File: config.mk
export PLATFORM = sky130hd
export DESIGN_NAME = seven_segment_scan_driver
export DESIGN_NICKNAME = d
export VERILOG_FILES = /design/src/rtl/ssd_pkg.sv /design/src/rtl/ssd_dabble.sv /design/src/rtl/ssd_framer.sv /design/src/rtl/seven_segment_scan_driver.sv
export SDC_FILE = /design/constraint.sdc
export NUM_CORES = 1
export LEC_CHECK = 0
export BUFFER_PORTS_ARGS = -buffer_cell sky130_fd_sc_hd__buf_2
export CAP_MARGIN = 30
export CELL_PAD_IN_SITES_DETAIL_PLACEMENT = 0
export CELL_PAD_IN_SITES_GLOBAL_PLACEMENT = 1
export CORE_ASPECT_RATIO = 1.5
export CORE_MARGIN = 1
export CORE_UTILIZATION = 51
export DETAILED_ROUTE_END_ITERATION = 8
export PLACE_DENSITY = 0.95
export SLEW_MARGIN = 20
export SYNTH_ARGS = -nofsm -noshare
export SYNTH_HDL_FRONTEND = slang
export SYNTH_HIERARCHICAL = 1
export SYNTH_SLANG_ARGS = --single-unit
File: constraint.sdc
create_clock -name clk -period 4.15 [get_ports clk]
set_input_delay 0.415 -clock clk [delete_from_list [all_inputs] [get_ports clk]]
set_output_delay 0.415 -clock clk [all_outputs]
set_load 0.01 [all_outputs]
File: src/rtl/ssd_pkg.sv
// Shared types, constants and segment lookup for the seven-segment scan driver.
package ssd_pkg;

  localparam int unsigned ValueW  = 16;
  localparam int unsigned RepW    = 4;
  localparam int unsigned BcdW    = 16;
  localparam int unsigned BitCntW = $clog2(ValueW);

  localparam logic [ValueW-1:0] HundredsThreshold  = 16'd99;
  localparam logic [ValueW-1:0] ThousandsThreshold = 16'd999;
  localparam logic [7:0]        DpLitMask          = 8'h7F;
  localparam logic [7:0]        SegBlank           = 8'hFF;

  // Digit positions within a scan pass
  localparam logic [1:0] DIG_ONES      = 2'd0;
  localparam logic [1:0] DIG_TENS      = 2'd1;
  localparam logic [1:0] DIG_HUNDREDS  = 2'd2;
  localparam logic [1:0] DIG_THOUSANDS = 2'd3;

  typedef struct packed {
    logic [ValueW-1:0] value;
    logic [RepW-1:0]   repeats;
  } in_t;

  typedef struct packed {
    logic [7:0] segment_byte;
    logic [3:0] digit_select;
    logic       last_frame;
  } out_t;

  // Request handed from the converter side to the frame sequencer
  typedef struct packed {
    logic              start;
    logic [BcdW-1:0]   bcd;
    logic [RepW-1:0]   repeats;
    logic              show_hund;
    logic              show_thou;
  } scan_req_t;

  // Common-anode, active-low pattern for one decimal digit
  function automatic logic [7:0] seg_lut(input logic [3:0] digit);
    logic [7:0] seg;
    case (digit)
      4'd0:    seg = 8'hC0;
      4'd1:    seg = 8'hF9;
      4'd2:    seg = 8'hA4;
      4'd3:    seg = 8'hB0;
      4'd4:    seg = 8'h99;
      4'd5:    seg = 8'h92;
      4'd6:    seg = 8'h82;
      4'd7:    seg = 8'hF8;
      4'd8:    seg = 8'h80;
      4'd9:    seg = 8'h90;
      default: seg = SegBlank;
    endcase
    return seg;
  endfunction

endpackage

File: src/rtl/ssd_dabble.sv
// Bit-serial binary to BCD converter (shift and add-3), one input bit per cycle.
module ssd_dabble (
  input  logic                      clk,
  input  logic                      rst_n,
  input  logic                      start,
  input  logic [ssd_pkg::ValueW-1:0] value,
  output logic                      done,
  output logic [ssd_pkg::BcdW-1:0]  bcd
);
  import ssd_pkg::*;

  logic [ValueW-1:0]  bin_r, bin_nxt;
  logic [BcdW-1:0]    bcd_r, bcd_nxt;
  logic [BitCntW-1:0] cnt_r, cnt_nxt;
  logic               busy_r, busy_nxt;
  logic               done_r, done_nxt;
  logic [BcdW-1:0]    adj;

  // Add three to every digit of five or more before the shift
  always_comb begin
    for (int i = 0; i < BcdW / 4; i++) begin
      adj[i*4 +: 4] = (bcd_r[i*4 +: 4] >= 4'd5) ? bcd_r[i*4 +: 4] + 4'd3 : bcd_r[i*4 +: 4];
    end
  end

  always_comb begin
    bin_nxt  = bin_r;
    bcd_nxt  = bcd_r;
    cnt_nxt  = cnt_r;
    busy_nxt = busy_r;
    done_nxt = 1'b0;
    if (start) begin
      bin_nxt  = value;
      bcd_nxt  = '0;
      cnt_nxt  = '0;
      busy_nxt = 1'b1;
    end else if (busy_r) begin
      // Drop the carry out of the top digit: keeps value mod 10000
      bcd_nxt = {adj[BcdW-2:0], bin_r[ValueW-1]};
      bin_nxt = {bin_r[ValueW-2:0], 1'b0};
      cnt_nxt = cnt_r + 1'b1;
      if (cnt_r == BitCntW'(ValueW - 1)) begin
        busy_nxt = 1'b0;
        done_nxt = 1'b1;
      end
    end
  end

  always_ff @(posedge clk) begin
    if (!rst_n) begin
      busy_r <= 1'b0;
      done_r <= 1'b0;
      cnt_r  <= '0;
    end else begin
      busy_r <= busy_nxt;
      done_r <= done_nxt;
      cnt_r  <= cnt_nxt;
    end
    bin_r <= bin_nxt;
    bcd_r <= bcd_nxt;
  end

  assign done = done_r;
  assign bcd  = bcd_r;

endmodule

File: src/rtl/ssd_framer.sv
// Frame sequencer: walks digits and passes, one frame per cycle into an output register unless out_ready stalls.
module ssd_framer (
  input  logic               clk,
  input  logic               rst_n,
  input  ssd_pkg::scan_req_t req,
  output logic               idle,
  output logic               out_valid,
  input  logic               out_ready,
  output ssd_pkg::out_t      out_data
);
  import ssd_pkg::*;

  logic              busy_r, busy_nxt;
  logic [1:0]        digit_r, digit_nxt;
  logic [RepW-1:0]   pass_r, pass_nxt;
  logic [BcdW-1:0]   bcd_r;
  logic [RepW-1:0]   rep_r;
  logic              hund_r, thou_r;
  logic              ov_r, ov_nxt;
  out_t              od_r, od_nxt;
  logic [1:0]        max_digit;
  logic              load;
  logic              last;
  logic [3:0]        nib;
  logic [7:0]        seg;

  always_comb begin
    if (thou_r)      max_digit = DIG_THOUSANDS;
    else if (hund_r) max_digit = DIG_HUNDREDS;
    else             max_digit = DIG_TENS;
  end

  assign load = busy_r && (!ov_r || out_ready);
  assign last = (pass_r == rep_r) && (digit_r == max_digit);

  always_comb begin
    case (digit_r)
      DIG_ONES:     nib = bcd_r[3:0];
      DIG_TENS:     nib = bcd_r[7:4];
      DIG_HUNDREDS: nib = bcd_r[11:8];
      default:      nib = bcd_r[15:12];
    endcase
    seg = seg_lut(nib);
    if (digit_r == DIG_TENS) seg = seg & DpLitMask;
  end

  always_comb begin
    busy_nxt  = busy_r;
    digit_nxt = digit_r;
    pass_nxt  = pass_r;
    ov_nxt    = ov_r;
    od_nxt    = od_r;
    if (ov_r && out_ready) ov_nxt = 1'b0;
    if (load) begin
      ov_nxt              = 1'b1;
      od_nxt.segment_byte = seg;
      od_nxt.digit_select = 4'b0001 << digit_r;
      od_nxt.last_frame   = last;
      if (last) begin
        busy_nxt = 1'b0;
      end else if (digit_r == max_digit) begin
        digit_nxt = DIG_ONES;
        pass_nxt  = pass_r + 1'b1;
      end else begin
        digit_nxt = digit_r + 1'b1;
      end
    end
    if (req.start) begin
      busy_nxt  = 1'b1;
      digit_nxt = DIG_ONES;
      pass_nxt  = '0;
    end
  end

  always_ff @(posedge clk) begin
    if (!rst_n) begin
      busy_r  <= 1'b0;
      ov_r    <= 1'b0;
      digit_r <= DIG_ONES;
      pass_r  <= '0;
    end else begin
      busy_r  <= busy_nxt;
      ov_r    <= ov_nxt;
      digit_r <= digit_nxt;
      pass_r  <= pass_nxt;
    end
    od_r <= od_nxt;
    if (req.start) begin
      bcd_r  <= req.bcd;
      rep_r  <= req.repeats;
      hund_r <= req.show_hund;
      thou_r <= req.show_thou;
    end
  end

  assign idle      = !busy_r && !ov_r;
  assign out_valid = ov_r;
  assign out_data  = od_r;

endmodule

File: src/rtl/seven_segment_scan_driver.sv
// Top level of the four-digit seven-segment scan driver.
// Path: an accepted request runs through the bit-serial BCD conversion, is handed to the
//   frame sequencer, and each frame is loaded into the output register.
// Throughput: one frame per cycle once scanning, unless out_ready stalls the output; a new
//   request is accepted only after the last frame has left (frames = 2..4 per pass times
//   repeats+1, at most 64).
// Reset: synchronous active-low rst_n returns to idle and drops all pending frames.
module seven_segment_scan_driver (
  input  logic          clk,
  input  logic          rst_n,
  input  logic          in_valid,
  output logic          in_ready,
  input  ssd_pkg::in_t  in_data,
  output logic          out_valid,
  input  logic          out_ready,
  output ssd_pkg::out_t out_data
);
  import ssd_pkg::*;

  localparam logic [1:0] ST_IDLE = 2'd0;
  localparam logic [1:0] ST_CONV = 2'd1;
  localparam logic [1:0] ST_SCAN = 2'd2;

  logic [1:0]      state_r, state_nxt;
  logic [RepW-1:0] rep_r;
  logic            hund_r, thou_r;
  logic            in_acc;
  logic            conv_done;
  logic [BcdW-1:0] conv_bcd;
  logic            fr_idle;
  scan_req_t       req;

  // Take a request only when nothing is in flight
  assign in_ready = (state_r == ST_IDLE);
  assign in_acc   = in_valid && in_ready;

  // Hold the pass count and digit-enable flags; thresholds use the full value
  always_ff @(posedge clk) begin
    if (in_acc) begin
      rep_r  <= in_data.repeats;
      hund_r <= in_data.value > HundredsThreshold;
      thou_r <= in_data.value > ThousandsThreshold;
    end
  end

  ssd_dabble u_dabble (
    .clk   (clk),
    .rst_n (rst_n),
    .start (in_acc),
    .value (in_data.value),
    .done  (conv_done),
    .bcd   (conv_bcd)
  );

  // Launch scanning the cycle the digits are ready
  always_comb begin
    req.start     = conv_done;
    req.bcd       = conv_bcd;
    req.repeats   = rep_r;
    req.show_hund = hund_r;
    req.show_thou = thou_r;
  end

  ssd_framer u_framer (
    .clk       (clk),
    .rst_n     (rst_n),
    .req       (req),
    .idle      (fr_idle),
    .out_valid (out_valid),
    .out_ready (out_ready),
    .out_data  (out_data)
  );

  // Advance: idle -> convert -> scan -> idle once the last frame has left
  always_comb begin
    state_nxt = state_r;
    unique case (state_r)
      ST_IDLE: if (in_acc) state_nxt = ST_CONV;
      ST_CONV: if (conv_done) state_nxt = ST_SCAN;
      ST_SCAN: if (fr_idle) state_nxt = ST_IDLE;
      default: state_nxt = ST_IDLE;
    endcase
  end

  always_ff @(posedge clk) begin
    if (!rst_n) begin
      state_r <= ST_IDLE;
    end else begin
      state_r <= state_nxt;
    end
  end

  a_out_only_in_scan: assert property (@(posedge clk) disable iff (!rst_n)
    out_valid |-> state_r == ST_SCAN)
    else $error("frame valid outside scan phase");

  a_accept_starts_conv: assert property (@(posedge clk) disable iff (!rst_n)
    in_acc |=> state_r == ST_CONV && !out_valid)
    else $error("accepted request did not start conversion");

  a_done_in_conv: assert property (@(posedge clk) disable iff (!rst_n)
    conv_done |-> state_r == ST_CONV)
    else $error("conversion finished outside conversion phase");

  a_last_ends_burst: assert property (@(posedge clk) disable iff (!rst_n)
    out_valid && out_ready && out_data.last_frame |=> !out_valid)
    else $error("frame emitted after last frame");

endmodule

# Yosys cells after proc, flatten, opt, wreduce, memory -nomap -nowiden
# Memory sizes are Yosys's and may differ from the RTL's. A register that Yosys moved wholly into a read port is not among the register bits.
# Index checks and enable logic that the tools add are counted.
# Widths: inputs -> output; s select.
# classes
mul,0
magnitude_cmp,6
n_bitwise,3
n_div,0
shift,1
mux,23
eq_ne,10
n_addsub,7
n_reduce_logical,21
# ops
cell,n
$mux 16,2
$ge 4x3->1 const B,4
$gt 16x10->1 const B,1
$gt 16x7->1 const B,1
$add 4x2->4 const B,3
$mux 2,6
$mux 4,3
$pmux 4 s3,1
$mux 1,9
$add 4x1->4 const B,2
$reduce_bool 2->1,4
$pmux 2 s3,1
$reduce_and 3->1,2
$logic_and 1x1->1,5
$eq 2x1->1 const B,2
$eq 2x2->1 const B,2
$eq 4x4->1,1
$eq 4x4->1 const B,1
$logic_not 2->1,2
$ne 2x1->1 const B,2
$reduce_and 2->1,2
$reduce_or 2->1,2
$shl 1x2->4 const A,1
$add 3x2->3 const B,1
8 further kinds,11
# word_totals
in_bits,24
rom_bits,112
register_bits,82
mem_bits_rw,0
mem_count,1
latchBits,0
# mem_list
name,depth,word_bits,read_ports,rd_clocked_by_memory_dff,wr,line_no,text
(no name shown),16,7,1,1,0,ssd_pkg.sv:43,case (digit)

# Logic depth before layout (Yosys ltp)
# logic_depth
word_depth,7
mapped_depth,8
mapped_depth_nobuf,8

# Modules after synthesis
# Netlist, hierarchy kept.
# modules_own_cells
module,n_inst,seq_area_each_um2,area_per_inst_um2,cells_per_inst
ssd_dabble,1,920.9,1864.3,174
ssd_framer,1,1211.2,1860.5,133
seven_segment_scan_driver,1,220.2,326.6,24

# Worst setup path before layout
# No wires, ideal clock.
# synth_path
path_type,register -> register
from,register u_framer.digit_r[0]
to,register u_framer/out_data[10] (netlist name)
setup_ns,0.260
path_buffers,0
stages_incl_launch_ff,8
path_slack_ns,2.206
synth_period_minus_slack_ns,1.944
t_arrival_ns,1.684
cell_sequence,dfxtp_1 > inv_1 > ha_1 > a222oi_1 > mux2i_1 > ha_1 > nor3_1 > a21oi_1
# synth_via
elab_chain_cells,2
elab_cells_between_ends,4
cone_classes,eq/ne (2); mux (1); reduce/logical (1)
# synth_lines
item,line_no,text
from (decl),ssd_framer.sv:14,"logic [1:0] digit_r, digit_nxt;"
from (signal assigned),ssd_framer.sv:84,digit_r <= digit_nxt;
$eq 2x2->1 (tied with other cells),ssd_framer.sv:37,case (digit_r)
$pmux 4 s3 *,ssd_framer.sv:37,
# Every way passes the cells marked *; elsewhere a longest branch is shown, timed or not.
# A chain may end at the register's enable or synchronous reset.

# Final worst setup path
# layout_path
from,register u_framer.digit_r[0]
to,register u_framer/out_data[10] (netlist name)
# layout_via
elab_chain_cells,2
elab_cells_between_ends,4
cone_classes,eq/ne (2); mux (1); reduce/logical (1)
# layout_lines
item,line_no
$eq 2x2->1 (tied with other cells),ssd_framer.sv:37
$pmux 4 s3 *,ssd_framer.sv:37
# Marked as above.

==> flow_summary.yaml <==
die:
  ios: 39
  initial_core_util_pct: 52.9
  die_area_um2: 8310
  die_height_um: 111
  fp.dieW_um: 74.8
  fp-row-count: 39
  coreArea_um2: 7660
pwr:
  irDropWorstVdd_mv: 0.276
  pwr_density_cell_nw_per_um2: 441
  leakagePower_uw: 0.00169
  power.total_uw: 2060
routing:
  first_pass_iters: 4
  viasPerCell: 5.66
  ant_nets: 0
  post_drt_wl_per_cell_um: 14.9
  vias: 2733
  route.detailed.drc: 0
  drt-initial-drc-count: 121
  wl_um: 7170
global_route:
  grt_pass1_wl_um: 12100
  grt_pass1_vias: 2654
  antenna_found_initial: 0
  grt_util_all_layers_pct: 19.0
  grt_max_degree: 28
  grt.overflow.total: 0
setup_path:
  arrival_ns: 2.38
  start_kind: "flop"
  worstReg2RegEnd: "u_framer/out_data[10]"
  crit_cells: 7
  cp.required_ns: 4.23
  crit_slowest_cell: "dfxtp_1"
  cp_cell_sequence: "inv_1 > ha_1 > a222oi_1 > a21oi_1 > ha_1 > nor3_1 > a21oi_1"
  cp_top_family: "compound AO/OA/AOI/OAI gates"
  path_class: "flop to flop"
  r2r_cells: 7
  cpPeakStageDelay_ns: 0.45
  path_buf_inv: 1
  critPathMaxFanout: 8
  reg2reg_slack_ns: 1.84
  reg2reg_from: "u_framer/digit_r[0]"
  endpoint_kind: "flop"
finish:
  num-fill-cells: 618
  drive_gt1_share_pct: 22.8
  multi_input_area_um2: 1560
  final_area_um2: 4680
  post-route-util_pct: 61.1
  syn_to_final_growth_pct: 15.5
  nNetsFinal: 417
  antenna_cells: 0
  seqCellArea_um2: 2350
clocking:
  cts_buffers: 9
  cts.sinks: 89
  cts_tree: "yes"
  insertion_delay_ns: 0.34
  postCtsResizedCells: 0
  clk_pin_slew_ns: 0.06
  cts.path.max_buffers: 2
  cts_hold_buf: 0
  root_buffer: "clkbuf_16"
  h-tree-depth: 3
  cts_setup_buffers: 0
timing:
  clock.fmax_mhz: 434
  fin_tns_setup_ns: 0
  finClkSkew_ns: 0.00522
  drv_slew: 0
  worst_slack_ns: 1.84
  finalHoldViolCount: 0
  worst_pin_slew_ns: 0.790
  max-slew-margin-rel_pct: 47.3
  min_period_ns: 2.31
  setup-violations-final: 0
  fin_crit_sh_pct: 55.6
  rsz0062_at_grt: "false"
min_path:
  hold_end: "rep_r[0]"
  hold_class: "primary input to flop"
  hold_path_startpoint: "in_data[0]"
  hold_path_depth: 1
job:
  max_cap_viol_count: 0
logic_synthesis:
  synth_seq_area_share_pct: 58.1
  synth-async-reset-ratio_pct: 0
  syn_nets: 372
  syn_area_per_cell_um2: 12.2
  syn_area_um2: 4050
  synth_edf_count: 57
  synth-main-ff-cell: "edfxtp_1"
  ys_ff_latch: 89
  syn_inst: 331
  synth_cell_type_count: 56
  synth_warnings: 6
  yosysTopAreaCellShare_pct: 42.2
  netlist_top_cells_area: "edfxtp_1, dfxtp_1, ha_1"
  yosysTopAreaCell: "edfxtp_1"
placement:
  pre_cts_slack_ns: 1.89
  io_buffers: 38
  gp_congestion: 0.830
  detailed_place_hpwl_um: 4980
  place_area_um2: 4350
outcome:
  status: "finished clean"
-- cell usage after synthesis (5+ instances only) --
cell type / n
edfxtp_1: 57
a21oi_1: 18
mux2i_1: 9
nor2_1: 18
nor2b_1: 5
nand2b_1: 7
nand2_1: 14
nand4_1: 7
ha_1: 17
dfxtp_1: 32
buf_2: 5
o21ai_1: 7
o311ai_0: 5
nand3_1: 10
mux2_2: 17
inv_1: 25
o21ai_0: 8
xnor2_1: 5
-- report_power, final --
group | switching (µW) | internal, µW
Sequential | 46.1 | 996
Combinational | 91.6 | 80.1
Clock | 320 | 528
Total | 457 | 1600
-- kinds of logic after synthesis --
logic type / share of synthesized area, %
DFF: 58.1
AOI/OAI and AO/OA: 11.9
xor gates and xnor gates: 1.51
adders and majority gates: 5.25
muxes: 6.95
buffers and inverters: 3.40
and+or+nand+nor: 12.9
-- stage by stage --
step	std cells	hold WS, ns
after floorplan	331	0.400
after detailed placement	466	0.410
after global placement	466	0.404
after global routing	483	0.230
after CTS	482	0.238
final	483	0.250
-- placed cells by master (no fill, tap or decap), drive strengths merged, types with 4 or more instances in the layout --
cell type / Yosys / final
nand2b: 7 / 7
nor3: 5 / 5
edfxtp: 57 / 57
o311ai: 5 / 5
mux2i: 9 / 9
xnor2: 5 / 5
inv: 25 / 26
nand4b: 4 / 4
nand2: 14 / 14
ha: 17 / 17
nor2b: 5 / 5
o21ai: 15 / 15
a21oi: 18 / 18
nand3: 10 / 10
dfxtp: 32 / 32
buf: 6 / 42
nor2: 18 / 18
mux2: 17 / 17
nand4: 7 / 7
a222oi: 4 / 4
clkbuf: 2 / 11
-- layout make-up --
class	instances	share of cell area (%)
inverter	26	2.09
sequential	89	50.3
tap	102	2.73
multi-input combinational	208	33.4
clock buffer	11	4.97
clock inverter	5	1.71
timing repair buffer	42	4.87
-- state kept, by name (all words and copies together), names as in the netlist, 4 cells and up --
| signal | cells |
|---|---|
| u_framer/bcd_r | 16 |
| u_dabble/bcd | 16 |
| u_framer/rep_r | 4 |
| u_framer/pass_r | 4 |
| u_framer/out_data | 13 |
| u_dabble/bin_r | 16 |
| u_dabble/cnt_r | 4 |
| rep_r | 4 |
-- metal layers --
metal	GRT usage [%]	vias to the layer above	wire (µm)
met5	0	-	0
met4	9.69	0	163
met3	5.09	13	246
met2	31.1	62	3810
met1	22.3	1318	2950
li1	-	1340	-
-- how the worst max path moves through the flow --
| stage | startpoint | to | slack [ns] |
|---|---|---|---|
| floorplan | u_framer/digit_r[0] | u_framer/out_data[10] | 2.21 |
| global placement | u_framer/digit_r[0] | u_framer/out_data[8] | 1.94 |
| detailed placement | u_framer/digit_r[1] | u_framer/out_data[10] | 1.89 |
| CTS | u_framer/digit_r[0] | u_framer/out_data[10] | 1.85 |
| global route | u_framer/digit_r[0] | u_framer/out_data[6] | 1.69 |
| finish | u_framer/digit_r[0] | u_framer/out_data[10] | 1.84 |
(Power assumes the default switching activity.)
